$ cat src/hdl/rne_pkg.sv
// Shared types, constants and lookup functions of the Roman numeral encoder.
// Depends on nothing; used by the controller, the datapath and the top level.
package rne_pkg;

  localparam int VALUE_W   = 12;
  localparam int CHAR_W    = 8;
  localparam int BCD_W     = 16;
  localparam int CONV_STEPS = 12;
  localparam logic [VALUE_W-1:0] VALUE_MAX = 12'd3999;

  // Letter roles inside one decimal digit's pattern.
  localparam logic [1:0] KIND_ONE  = 2'd0;
  localparam logic [1:0] KIND_FIVE = 2'd1;
  localparam logic [1:0] KIND_TEN  = 2'd2;

  // Digit positions, most significant first.
  localparam logic [1:0] POS_THOU = 2'd0;
  localparam logic [1:0] POS_HUND = 2'd1;
  localparam logic [1:0] POS_TENS = 2'd2;
  localparam logic [1:0] POS_UNIT = 2'd3;

  localparam logic [CHAR_W-1:0] CH_M = 8'h4D;
  localparam logic [CHAR_W-1:0] CH_D = 8'h44;
  localparam logic [CHAR_W-1:0] CH_C = 8'h43;
  localparam logic [CHAR_W-1:0] CH_L = 8'h4C;
  localparam logic [CHAR_W-1:0] CH_X = 8'h58;
  localparam logic [CHAR_W-1:0] CH_V = 8'h56;
  localparam logic [CHAR_W-1:0] CH_I = 8'h49;
  localparam logic [CHAR_W-1:0] CH_NONE = 8'h00;

  typedef struct packed {
    logic load;      // capture a new value
    logic shift;     // one binary-to-BCD step
    logic emit_bad;  // send the single invalid beat
    logic emit;      // send the next letter or skip an empty digit
  } cmd_t;

  typedef struct packed {
    logic range_bad; // input value outside 1 to 3999
    logic run_done;  // the letter sent this cycle ends the run
  } sts_t;

  // Number of letters a decimal digit takes.
  function automatic logic [2:0] digit_len(input logic [3:0] d);
    logic [2:0] n;
    case (d)
      4'd0: n = 3'd0;
      4'd1: n = 3'd1;
      4'd2: n = 3'd2;
      4'd3: n = 3'd3;
      4'd4: n = 3'd2;
      4'd5: n = 3'd1;
      4'd6: n = 3'd2;
      4'd7: n = 3'd3;
      4'd8: n = 3'd4;
      4'd9: n = 3'd2;
      default: n = 3'd0;
    endcase
    return n;
  endfunction

  // Role of the letter at a given step of a digit's pattern.
  function automatic logic [1:0] digit_kind(input logic [3:0] d, input logic [1:0] s);
    logic [1:0] k;
    k = KIND_ONE;
    case (d)
      4'd4: k = (s == 2'd1) ? KIND_FIVE : KIND_ONE;
      4'd9: k = (s == 2'd1) ? KIND_TEN : KIND_ONE;
      4'd5, 4'd6, 4'd7, 4'd8: k = (s == 2'd0) ? KIND_FIVE : KIND_ONE;
      default: k = KIND_ONE;
    endcase
    return k;
  endfunction

endpackage

$ cat src/hdl/roman_numeral_encoder.sv
// Top level of the Roman numeral encoder: joins controller and datapath.
// Depends on rne_pkg, rne_ctrl and rne_datapath.
//
// Usage. Drive in_value and raise start; the number is taken at a rising edge
// where start is high and busy is low. The block then sends the Roman numeral
// one ASCII letter per beat on out_character, most significant letter first,
// each beat marked by out_valid for exactly one cycle; out_last flags the final
// beat. A value of 0 or above 3999 gives one beat with character 0, out_last
// and out_invalid set.
// Timing. An out-of-range value passes through the ST_BAD state, where its beat
// is registered; the beat is shown once busy is low again. A valid value first
// goes through the bit-serial binary-to-BCD shifter, then walks its four digits,
// sending one letter per beat and skipping each zero digit that lies ahead of
// the last letter; busy stays high until the last letter has been registered.
// Leading zero digits are skipped before the first letter. A new number may be
// accepted while the last beat of the previous run is still on the output
// register.
// Reset clears the controller and the output strobe; the receiver cannot stall,
// so every beat must be taken in the cycle it is shown.
module roman_numeral_encoder (
  input  logic                        clk,
  input  logic                        rst_n,
  input  logic                        start,
  input  logic [rne_pkg::VALUE_W-1:0] in_value,
  output logic                        busy,
  output logic                        out_valid,
  output logic [rne_pkg::CHAR_W-1:0]  out_character,
  output logic                        out_last,
  output logic                        out_invalid
);
  import rne_pkg::*;

  cmd_t cmd;
  sts_t sts;

  rne_ctrl u_ctrl (
    .clk   (clk),
    .rst_n (rst_n),
    .start (start),
    .sts   (sts),
    .cmd   (cmd),
    .busy  (busy)
  );

  rne_datapath u_dp (
    .clk           (clk),
    .rst_n         (rst_n),
    .cmd           (cmd),
    .in_value      (in_value),
    .sts           (sts),
    .out_valid     (out_valid),
    .out_character (out_character),
    .out_last      (out_last),
    .out_invalid   (out_invalid)
  );

endmodule

$ cat src/hdl/rne_ctrl.sv
// Controller state machine of the Roman numeral encoder.
// Depends on rne_pkg; drives the datapath through cmd_t and reads sts_t.
module rne_ctrl (
  input  logic          clk,
  input  logic          rst_n,
  input  logic          start,
  input  rne_pkg::sts_t sts,
  output rne_pkg::cmd_t cmd,
  output logic          busy
);
  import rne_pkg::*;

  localparam logic [1:0] ST_IDLE = 2'd0;
  localparam logic [1:0] ST_BAD  = 2'd1;
  localparam logic [1:0] ST_CONV = 2'd2;
  localparam logic [1:0] ST_EMIT = 2'd3;

  logic [1:0] state_r, state_nxt;
  logic [3:0] cnt_r, cnt_nxt;

  always_comb begin
    state_nxt = state_r;
    cnt_nxt   = cnt_r;
    cmd       = '0;
    case (state_r)
      ST_IDLE: begin
        if (start) begin
          cmd.load  = 1'b1;
          cnt_nxt   = 4'd0;
          state_nxt = sts.range_bad ? ST_BAD : ST_CONV;
        end
      end
      ST_BAD: begin
        cmd.emit_bad = 1'b1;
        state_nxt    = ST_IDLE;
      end
      ST_CONV: begin
        cmd.shift = 1'b1;
        cnt_nxt   = cnt_r + 4'd1;
        if (cnt_r == 4'(CONV_STEPS - 1)) begin
          state_nxt = ST_EMIT;
        end
      end
      ST_EMIT: begin
        cmd.emit = 1'b1;
        if (sts.run_done) begin
          state_nxt = ST_IDLE;
        end
      end
      default: state_nxt = ST_IDLE;
    endcase
  end

  always_ff @(posedge clk) begin
    if (!rst_n) begin
      state_r <= ST_IDLE;
      cnt_r   <= 4'd0;
    end else begin
      state_r <= state_nxt;
      cnt_r   <= cnt_nxt;
    end
  end

  assign busy = (state_r != ST_IDLE);

endmodule

$ cat src/hdl/rne_datapath.sv
// Datapath of the Roman numeral encoder: binary-to-BCD shifter, digit walker,
// letter lookup and output register. Depends on rne_pkg.
module rne_datapath (
  input  logic                        clk,
  input  logic                        rst_n,
  input  rne_pkg::cmd_t               cmd,
  input  logic [rne_pkg::VALUE_W-1:0] in_value,
  output rne_pkg::sts_t               sts,
  output logic                        out_valid,
  output logic [rne_pkg::CHAR_W-1:0]  out_character,
  output logic                        out_last,
  output logic                        out_invalid
);
  import rne_pkg::*;

  logic [VALUE_W-1:0] bin_r, bin_nxt;
  logic [BCD_W-1:0]   bcd_r, bcd_nxt;
  logic [BCD_W-1:0]   bcd_adj;
  logic [1:0]         pos_r, pos_nxt;
  logic [1:0]         step_r, step_nxt;
  logic               valid_r, valid_nxt;
  logic [CHAR_W-1:0]  char_r, char_nxt;
  logic               last_r, last_nxt;
  logic               inv_r, inv_nxt;

  logic [3:0]        digit;
  logic              lower_zero;
  logic [2:0]        len;
  logic              step_last;
  logic [1:0]        kind;
  logic [CHAR_W-1:0] letter;

  // Double dabble: correct every nibble of five or more before each shift.
  always_comb begin
    for (int i = 0; i < BCD_W / 4; i++) begin
      bcd_adj[i*4 +: 4] = (bcd_r[i*4 +: 4] >= 4'd5) ? bcd_r[i*4 +: 4] + 4'd3
                                                   : bcd_r[i*4 +: 4];
    end
  end

  always_comb begin
    case (pos_r)
      POS_THOU: begin
        digit      = bcd_r[15:12];
        lower_zero = (bcd_r[11:0] == 12'd0);
      end
      POS_HUND: begin
        digit      = bcd_r[11:8];
        lower_zero = (bcd_r[7:0] == 8'd0);
      end
      POS_TENS: begin
        digit      = bcd_r[7:4];
        lower_zero = (bcd_r[3:0] == 4'd0);
      end
      default: begin
        digit      = bcd_r[3:0];
        lower_zero = 1'b1;
      end
    endcase
  end

  assign len       = digit_len(digit);
  assign step_last = ({1'b0, step_r} == len - 3'd1);
  assign kind      = digit_kind(digit, step_r);

  always_comb begin
    letter = CH_I;
    case (pos_r)
      POS_THOU: letter = CH_M;
      POS_HUND: letter = (kind == KIND_ONE) ? CH_C : (kind == KIND_FIVE) ? CH_D : CH_M;
      POS_TENS: letter = (kind == KIND_ONE) ? CH_X : (kind == KIND_FIVE) ? CH_L : CH_C;
      default:  letter = (kind == KIND_ONE) ? CH_I : (kind == KIND_FIVE) ? CH_V : CH_X;
    endcase
  end

  assign sts.range_bad = (in_value == '0) || (in_value > VALUE_MAX);
  assign sts.run_done  = (len != 3'd0) && step_last && lower_zero;

  always_comb begin
    bin_nxt   = bin_r;
    bcd_nxt   = bcd_r;
    pos_nxt   = pos_r;
    step_nxt  = step_r;
    valid_nxt = 1'b0;
    char_nxt  = char_r;
    last_nxt  = last_r;
    inv_nxt   = inv_r;
    if (cmd.load) begin
      bin_nxt  = in_value;
      bcd_nxt  = '0;
      pos_nxt  = POS_THOU;
      step_nxt = 2'd0;
    end
    if (cmd.shift) begin
      {bcd_nxt, bin_nxt} = {bcd_adj[BCD_W-2:0], bin_r, 1'b0};
    end
    if (cmd.emit_bad) begin
      valid_nxt = 1'b1;
      char_nxt  = CH_NONE;
      last_nxt  = 1'b1;
      inv_nxt   = 1'b1;
    end
    if (cmd.emit) begin
      if (len == 3'd0) begin
        // Zero digit: nothing to send, move on to the next position.
        pos_nxt  = pos_r + 2'd1;
        step_nxt = 2'd0;
      end else begin
        valid_nxt = 1'b1;
        char_nxt  = letter;
        last_nxt  = sts.run_done;
        inv_nxt   = 1'b0;
        if (step_last) begin
          pos_nxt  = pos_r + 2'd1;
          step_nxt = 2'd0;
        end else begin
          step_nxt = step_r + 2'd1;
        end
      end
    end
  end

  always_ff @(posedge clk) begin
    if (!rst_n) begin
      valid_r <= 1'b0;
    end else begin
      valid_r <= valid_nxt;
    end
  end

  always_ff @(posedge clk) begin
    bin_r  <= bin_nxt;
    bcd_r  <= bcd_nxt;
    pos_r  <= pos_nxt;
    step_r <= step_nxt;
    char_r <= char_nxt;
    last_r <= last_nxt;
    inv_r  <= inv_nxt;
  end

  assign out_valid     = valid_r;
  assign out_character = char_r;
  assign out_last      = last_r;
  assign out_invalid   = inv_r;

endmodule

$ cat config.mk
export PLATFORM = sky130hd
export DESIGN_NAME = roman_numeral_encoder
export DESIGN_NICKNAME = d
export VERILOG_FILES = /design/src/hdl/rne_pkg.sv /design/src/hdl/roman_numeral_encoder.sv /design/src/hdl/rne_ctrl.sv /design/src/hdl/rne_datapath.sv
export SDC_FILE = /design/constraint.sdc
export NUM_CORES = 1
export LEC_CHECK = 0
export BUFFER_PORTS_ARGS = -buffer_cell sky130_fd_sc_hd__buf_2
export CAP_MARGIN = 0
export CORE_MARGIN = 10
export CORE_UTILIZATION = 54
export CTS_BUF_LIST = sky130_fd_sc_hd__clkbuf_4 sky130_fd_sc_hd__clkbuf_8 sky130_fd_sc_hd__clkbuf_16
export CTS_CLUSTER_SIZE = 12
export DETAILED_ROUTE_END_ITERATION = 8
export PLACE_DENSITY = 0.76
export SLEW_MARGIN = 15
export SYNTH_ARGS = -nofsm -noshare
export SYNTH_HDL_FRONTEND = slang
export SYNTH_HIERARCHICAL = 1
export SYNTH_SLANG_ARGS = --single-unit
$ cat constraint.sdc
create_clock -name clk -period 3.2 [get_ports clk]
set_input_delay 0.16 -clock clk [delete_from_list [all_inputs] [get_ports clk]]
set_output_delay 0.16 -clock clk [all_outputs]
set_load 0.01 [all_outputs]
After elaboration in Yosys (flattened, before gate mapping)
Memory sizes are Yosys's and may differ from the RTL's.
Index checks and enable logic that the tools add are counted.
- register bits: 49
- memory bits (read-only): 48
- input bits: 15
- output and inout bits: 12
- logic and storage cells: 116
- memories kept: 1
- memories (name ; words ; bits a word ; rd ports ; clocked after Yosys merged registers in ; wr ports ; RTL line ; source):
    (no name shown) ; 16 ; 3 ; 1 ; 0 ; 0 ; rne_pkg.sv:46 ; case (d)
- add/subtract/negate cells: 8
- $lt $le $gt $ge: 5
- eq/ne operators: 18
- multiplexer cells: 53
- reduce and logical (&&, ||, !) cells: 20
- operators with widths (cell ; number):
    $mux 8 ; 6
    $mux 16 ; 2
    $mux 4 ; 7
    $mux 2 ; 13
    $logic_not 12->1 ; 2
    $mux 12 ; 2
    $pmux 8 s3 ; 1
    $eq 4x3->1 const B ; 4
    $ge 4x3->1 const B ; 4
    $mux 1 ; 16
    $add 4x2->4 const B ; 3
    $eq 4x4->1 const B ; 3
    $gt 12x12->1 const B ; 1
    $pmux 4 s3 ; 1
    $eq 2x1->1 const B ; 4
    $logic_not 2->1 ; 4
    $logic_not 8->1 ; 1
    $pmux 2 s4 ; 1
    $pmux 4 s2 ; 1
    $reduce_bool 2->1 ; 4
    $eq 2x2->1 const B ; 3
    $pmux 2 s3 ; 1
    $add 2x1->2 const B ; 2
    $add 4x1->4 const B ; 1
    15 further kinds ; 17

Depth between registers and ports, before layout
- depth after elaboration: 11
- gate-level depth with buffers: 15
- mapped depth without buffers: 14

Modules after synthesis
The synthesis kept the hierarchy.
- modules (own cells, without submodules) (module ; instances ; cells an instance ; area each (µm²) ; sequential area each (µm²)):
    rne_datapath ; 1 ; 254 ; 2582.5 ; 1151.1
    rne_ctrl ; 1 ; 38 ; 331.6 ; 120.1

Worst setup path before layout
No wires, ideal clock.
- kind: flip-flop to flip-flop
- start: register u_dp.pos_r[0]
- end: register u_dp.char_r[4], in the netlist u_dp/out_character[4]
- setup time: 0.079 ns
- arrival time: 2.928 ns
- data required time: 3.121 ns
- path slack: 0.193 ns
- cell stages (with the launch flop): 14
- path buffers: 2
- cells stage by stage: dfxtp_1 > inv_1 > ha_1 > buf_6 > a222oi_1 > a21oi_1 > o21ai_0 > a32oi_1 > ha_1 > ha_1 > nand2b_1 > clkbuf_1 > or4_1 > o211ai_1
- longest elaborated chain between the ends: 10
- elaborated cells on any way between the ends: 20
- those cells by class: eq/ne: 8; mux: 7; reduce/logical: 4; memory: 1
- ends and longest elaborated chain (what ; RTL line ; source):
    from (decl) ; rne_datapath.sv:19 ; logic [1:0] pos_r, pos_nxt;
    from (signal assigned) ; rne_datapath.sv:134 ; pos_r <= pos_nxt;
    $eq 2x2->1 (tied with other cells) ; rne_datapath.sv:42, rne_datapath.sv:68 ;
    $pmux 4 s3 ; rne_datapath.sv:42 ; case (pos_r)
    $eq 4x3->1 / $eq 4x4->1 (equally long branches) ; rne_pkg.sv:66 ; case (d)
    $reduce_or 4->1 ; rne_pkg.sv:66 ;
    $pmux 2 s3 ; rne_pkg.sv:66 ;
    $logic_not 2->1 ; rne_datapath.sv:71, rne_datapath.sv:72 ;
    $mux 8, on equally long branches ; rne_datapath.sv:72, rne_datapath.sv:71 ;
    $pmux 8 s3 ; rne_datapath.sv:68 ; case (pos_r)
    $mux 8 (*) ; rne_datapath.sv:104 ; if (len == 3'd0) begin
    $mux 8 (*) ; rne_datapath.sv:103 ; if (cmd.emit) begin
    via u_dp.char_nxt[4] ; rne_datapath.sv:22 ; logic [CHAR_W-1:0] char_r, char_nxt;
    to (signal assigned) ; rne_datapath.sv:136 ; char_r <= char_nxt;
    to (decl) ; rne_datapath.sv:22 ;
Mark *: on every way through the listed nets, which the timed path passes. The rest lies on a longest branch.
A chain may end at the register's enable or synchronous reset.

==> impl_results.md <==
- Status: completed
- Setup crit start kind: register
- Reg-to-reg slack, setup: 0.22 ns
- Clock-pin slew on the worst setup and hold paths: 0.09 ns
- CORE AREA: 5170 um^2
- Nets: 363
- Clk Tree Root Cell: clkbuf_8
- WHS: 0.121 ns
- Post-DP HPWL: 4.49 mm
- PD cells: 478 nW/um^2
- Max FO, Critical Path: 8
- Area used by multi-input combinational logic: 1530 um^2
- Reg power frac: 50.9%
- Max-cap violations: 0
- HP Class: in -> reg
- First-pass GRT wire length: 10.2 mm
- Htree depth: 2
- Chip width: 93.5 um
- Sink Count: 49
- Worst rel slew slack: 48.0%
- Routability Congestion: 0.894
- Most common cell in the netlist: edfxtp_1
- Initial antenna violation count: 0
- Die area: 8730 um^2
- Routed Wire Length: 6.13 mm
- Hold-fix buffer count after cts: 0
- Storage cell area: 1270 um^2
- Tcrit/Tclk final: 93.2%
- Tot GR Track Use: 14.1%
- First DRT Iteration DRCs: 143
- Synth top area cells: edfxtp_1, dfxtp_1, ha_1
- Latest clock arrival within the worst-skew pair: 0.30 ns
- Share of cells above drive strength 1: 20.7%
- P_leak: 1.40 nW
- Mapped cell area: 2910 um^2
- Die height: 93.5 um
- Final instance area: 3310 um^2
- TritonCTS clock tree: built
- P&R area growth vs syn: 13.5%
- Placed Area: 3120 um^2
- Endpoints failing setup: 0
- Sw frac: 28.4%
- Critical path capture point type: register
- Period minus WS final: 2.98 ns
- Router iterations before antenna repair: 7
- Area share of the largest cell type after synthesis: 29.9%
- Ys Warns: 6
- Post-synth EDFFs: 29
- Syn_nets: 327
- Worst slew pin tran: 0.779 ns
- Vias in the first global route: 2192
- Synth Instances: 292
- Filler instances: 422
- CP required: 3.40 ns
- Port bufs: 26
- Critical Path AT: 3.18 ns
- Synth top cells by count: edfxtp_1, nand2_1, dfxtp_1, ha_1, inv_1
- F_max: 0.335 GHz
- Avg Cell Area, Syn: 9.98 um^2
- Clk pwr share: 26.1%
- Clock skew: 0.00340 ns
- Share of total power in combinational logic: 23.0%
- Routed Antenna Nets: 0
- Sequential-to-total area share from yosys stat: 43.6%
- Endpoints failing hold: 0
- Synth Flop Type: edfxtp_1
- Flops & latches, synth: 49
- P_int: 0.00113 W
- WS Path Type: reg -> reg
- Cell taking the most area after synthesis: edfxtp_1
- Site Rows: 26
- Design Power: 0.00158 W
- Clk buf depth: 2
- Synth unique cells: 52
- CTS Buf Count: 5
- DRC: 0
- Via density: 5.73
- GRT overflow: 0
- Io pins: 27
- Initial Util: 56.3%
- DR WL/cell: 15.4 um
- Fin. max-slew vios: 0
- Largest net degree at the start of global routing: 34
- Via count: 2285
- Max rail drop VDD: 246 uV
- Async SR Flop Fraction: 0%
- Switch Pwr: 0.000449 W
- # diodes: 0
-- metal layers --
metal	up-vias	track usage [%]	wire length (um)
li1	1141	-	-
met1	1091	17.7	2840
met2	45	23.1	2970
met3	8	3.28	233
met4	0	5.01	91
met5	-	0	0
-- power groups by stage --
stage                     sequential (W)  clock (W)  combinational (W)
after floorplan                 0.000807          0           0.000246
after global placement          0.000819          0           0.000325
after detailed placement        0.000820          0           0.000337
after CTS                       0.000806   0.000429           0.000338
after global routing            0.000817   0.000447           0.000409
final                           0.000806   0.000412           0.000364
-- critical path, cell delays in order (launching register included) --
cell	delay, ns
dfxtp_1	0.40
inv_1	0.11
ha_2	0.24
a222oi_1	0.41
mux2_4	0.28
nor2_1	0.06
a32oi_1	0.19
ha_1	0.27
xor2_1	0.14
o211a_1	0.22
o21ai_0	0.14
nor2_1	0.11
nand2b_1	0.13
nand2_1	0.06
o211a_1	0.12
-- path summary, 6_finish.rpt --
kind,from,to,cells after the start
setup / recovery,u_dp/pos_r[1],u_ctrl/state_r[0],14
hold reg to reg,u_dp/out_character[6],u_dp/out_character[6],1
hold / removal,in_value[0],u_dp/bin_r[0],3
setup reg to reg,u_dp/pos_r[1],u_ctrl/state_r[0],14
-- flip-flops by register name, summed over array words and instances (netlist names) --
register and count:
u_dp/bin_r 12, u_dp/step_r 2, u_dp/pos_r 2, u_dp/bcd_r 16
u_dp/out_last 1, u_dp/out_character 8, u_ctrl/cnt_r 4, u_dp/out_invalid 1
u_dp/out_valid 1, u_ctrl/state_r 2
-- layout by cell type, fill, tap and decap left out, types with 4 or more instances in the layout --
cell,count
xnor2_1,5
o211a_1,4
buf_2,26
a21oi_1,12
edfxtp_1,29
clkbuf_8,5
inv_1,19
and2_1,9
mux2i_1,5
buf_4,15
a21boi_0,5
nor3b_1,5
a222oi_1,5
nor2_1,16
nand4_1,5
o21ai_0,13
nor2b_1,10
ha_1,17
nand2_1,23
a22o_1,12
dfxtp_1,19
nand3_1,7
nand2b_1,7
-- area by class of cell --
cell class | count | area share (%)
multi-input combinational | 212 | 46.2
sequential | 49 | 38.5
tap | 70 | 2.65
timing repair buffer | 41 | 7.34
clock inverter | 1 | 0.151
inverter | 19 | 2.16
clock buffer | 7 | 3.06
-- timing repair --
item	4_1_cts	5_1_grt
resized for setup	0	7
setup buffers	0	8
hold endpoints to repair	0	0
endpoints found under the setup margin	0	9
-- kinds of logic (layout without fill, tap and decap cells) --
kind of cell               after synthesis  after routing  synth area share [%]
adders and majority gates               20             20                  8.59
xor gates and xnor gates                 8              8                  2.40
AOI/OAI and AO/OA                       73             73                  18.2
and+or+nand+nor                        101            101                  18.8
DFF                                     49             49                  43.6
buffers and inverters                   31             68                  4.72
muxes                                   10             10                  3.74
-- through the flow --
step / setup TNS (ns) / std cells / util, % / setup slack (ns)
final: 0 / 399 / 63.9 / 0.219
after global placement: 0 / 383 / 60.3 / 0.166
after global routing: -0.0171 / 399 / 63.9 / -0.0171
after floorplan: 0 / 292 / - / 0.193
after CTS: 0 / 391 / 62.4 / 0.0532
after detailed placement: 0 / 383 / 60.3 / 0.0840
No activity file was read; power rests on OpenSTA's default activity.
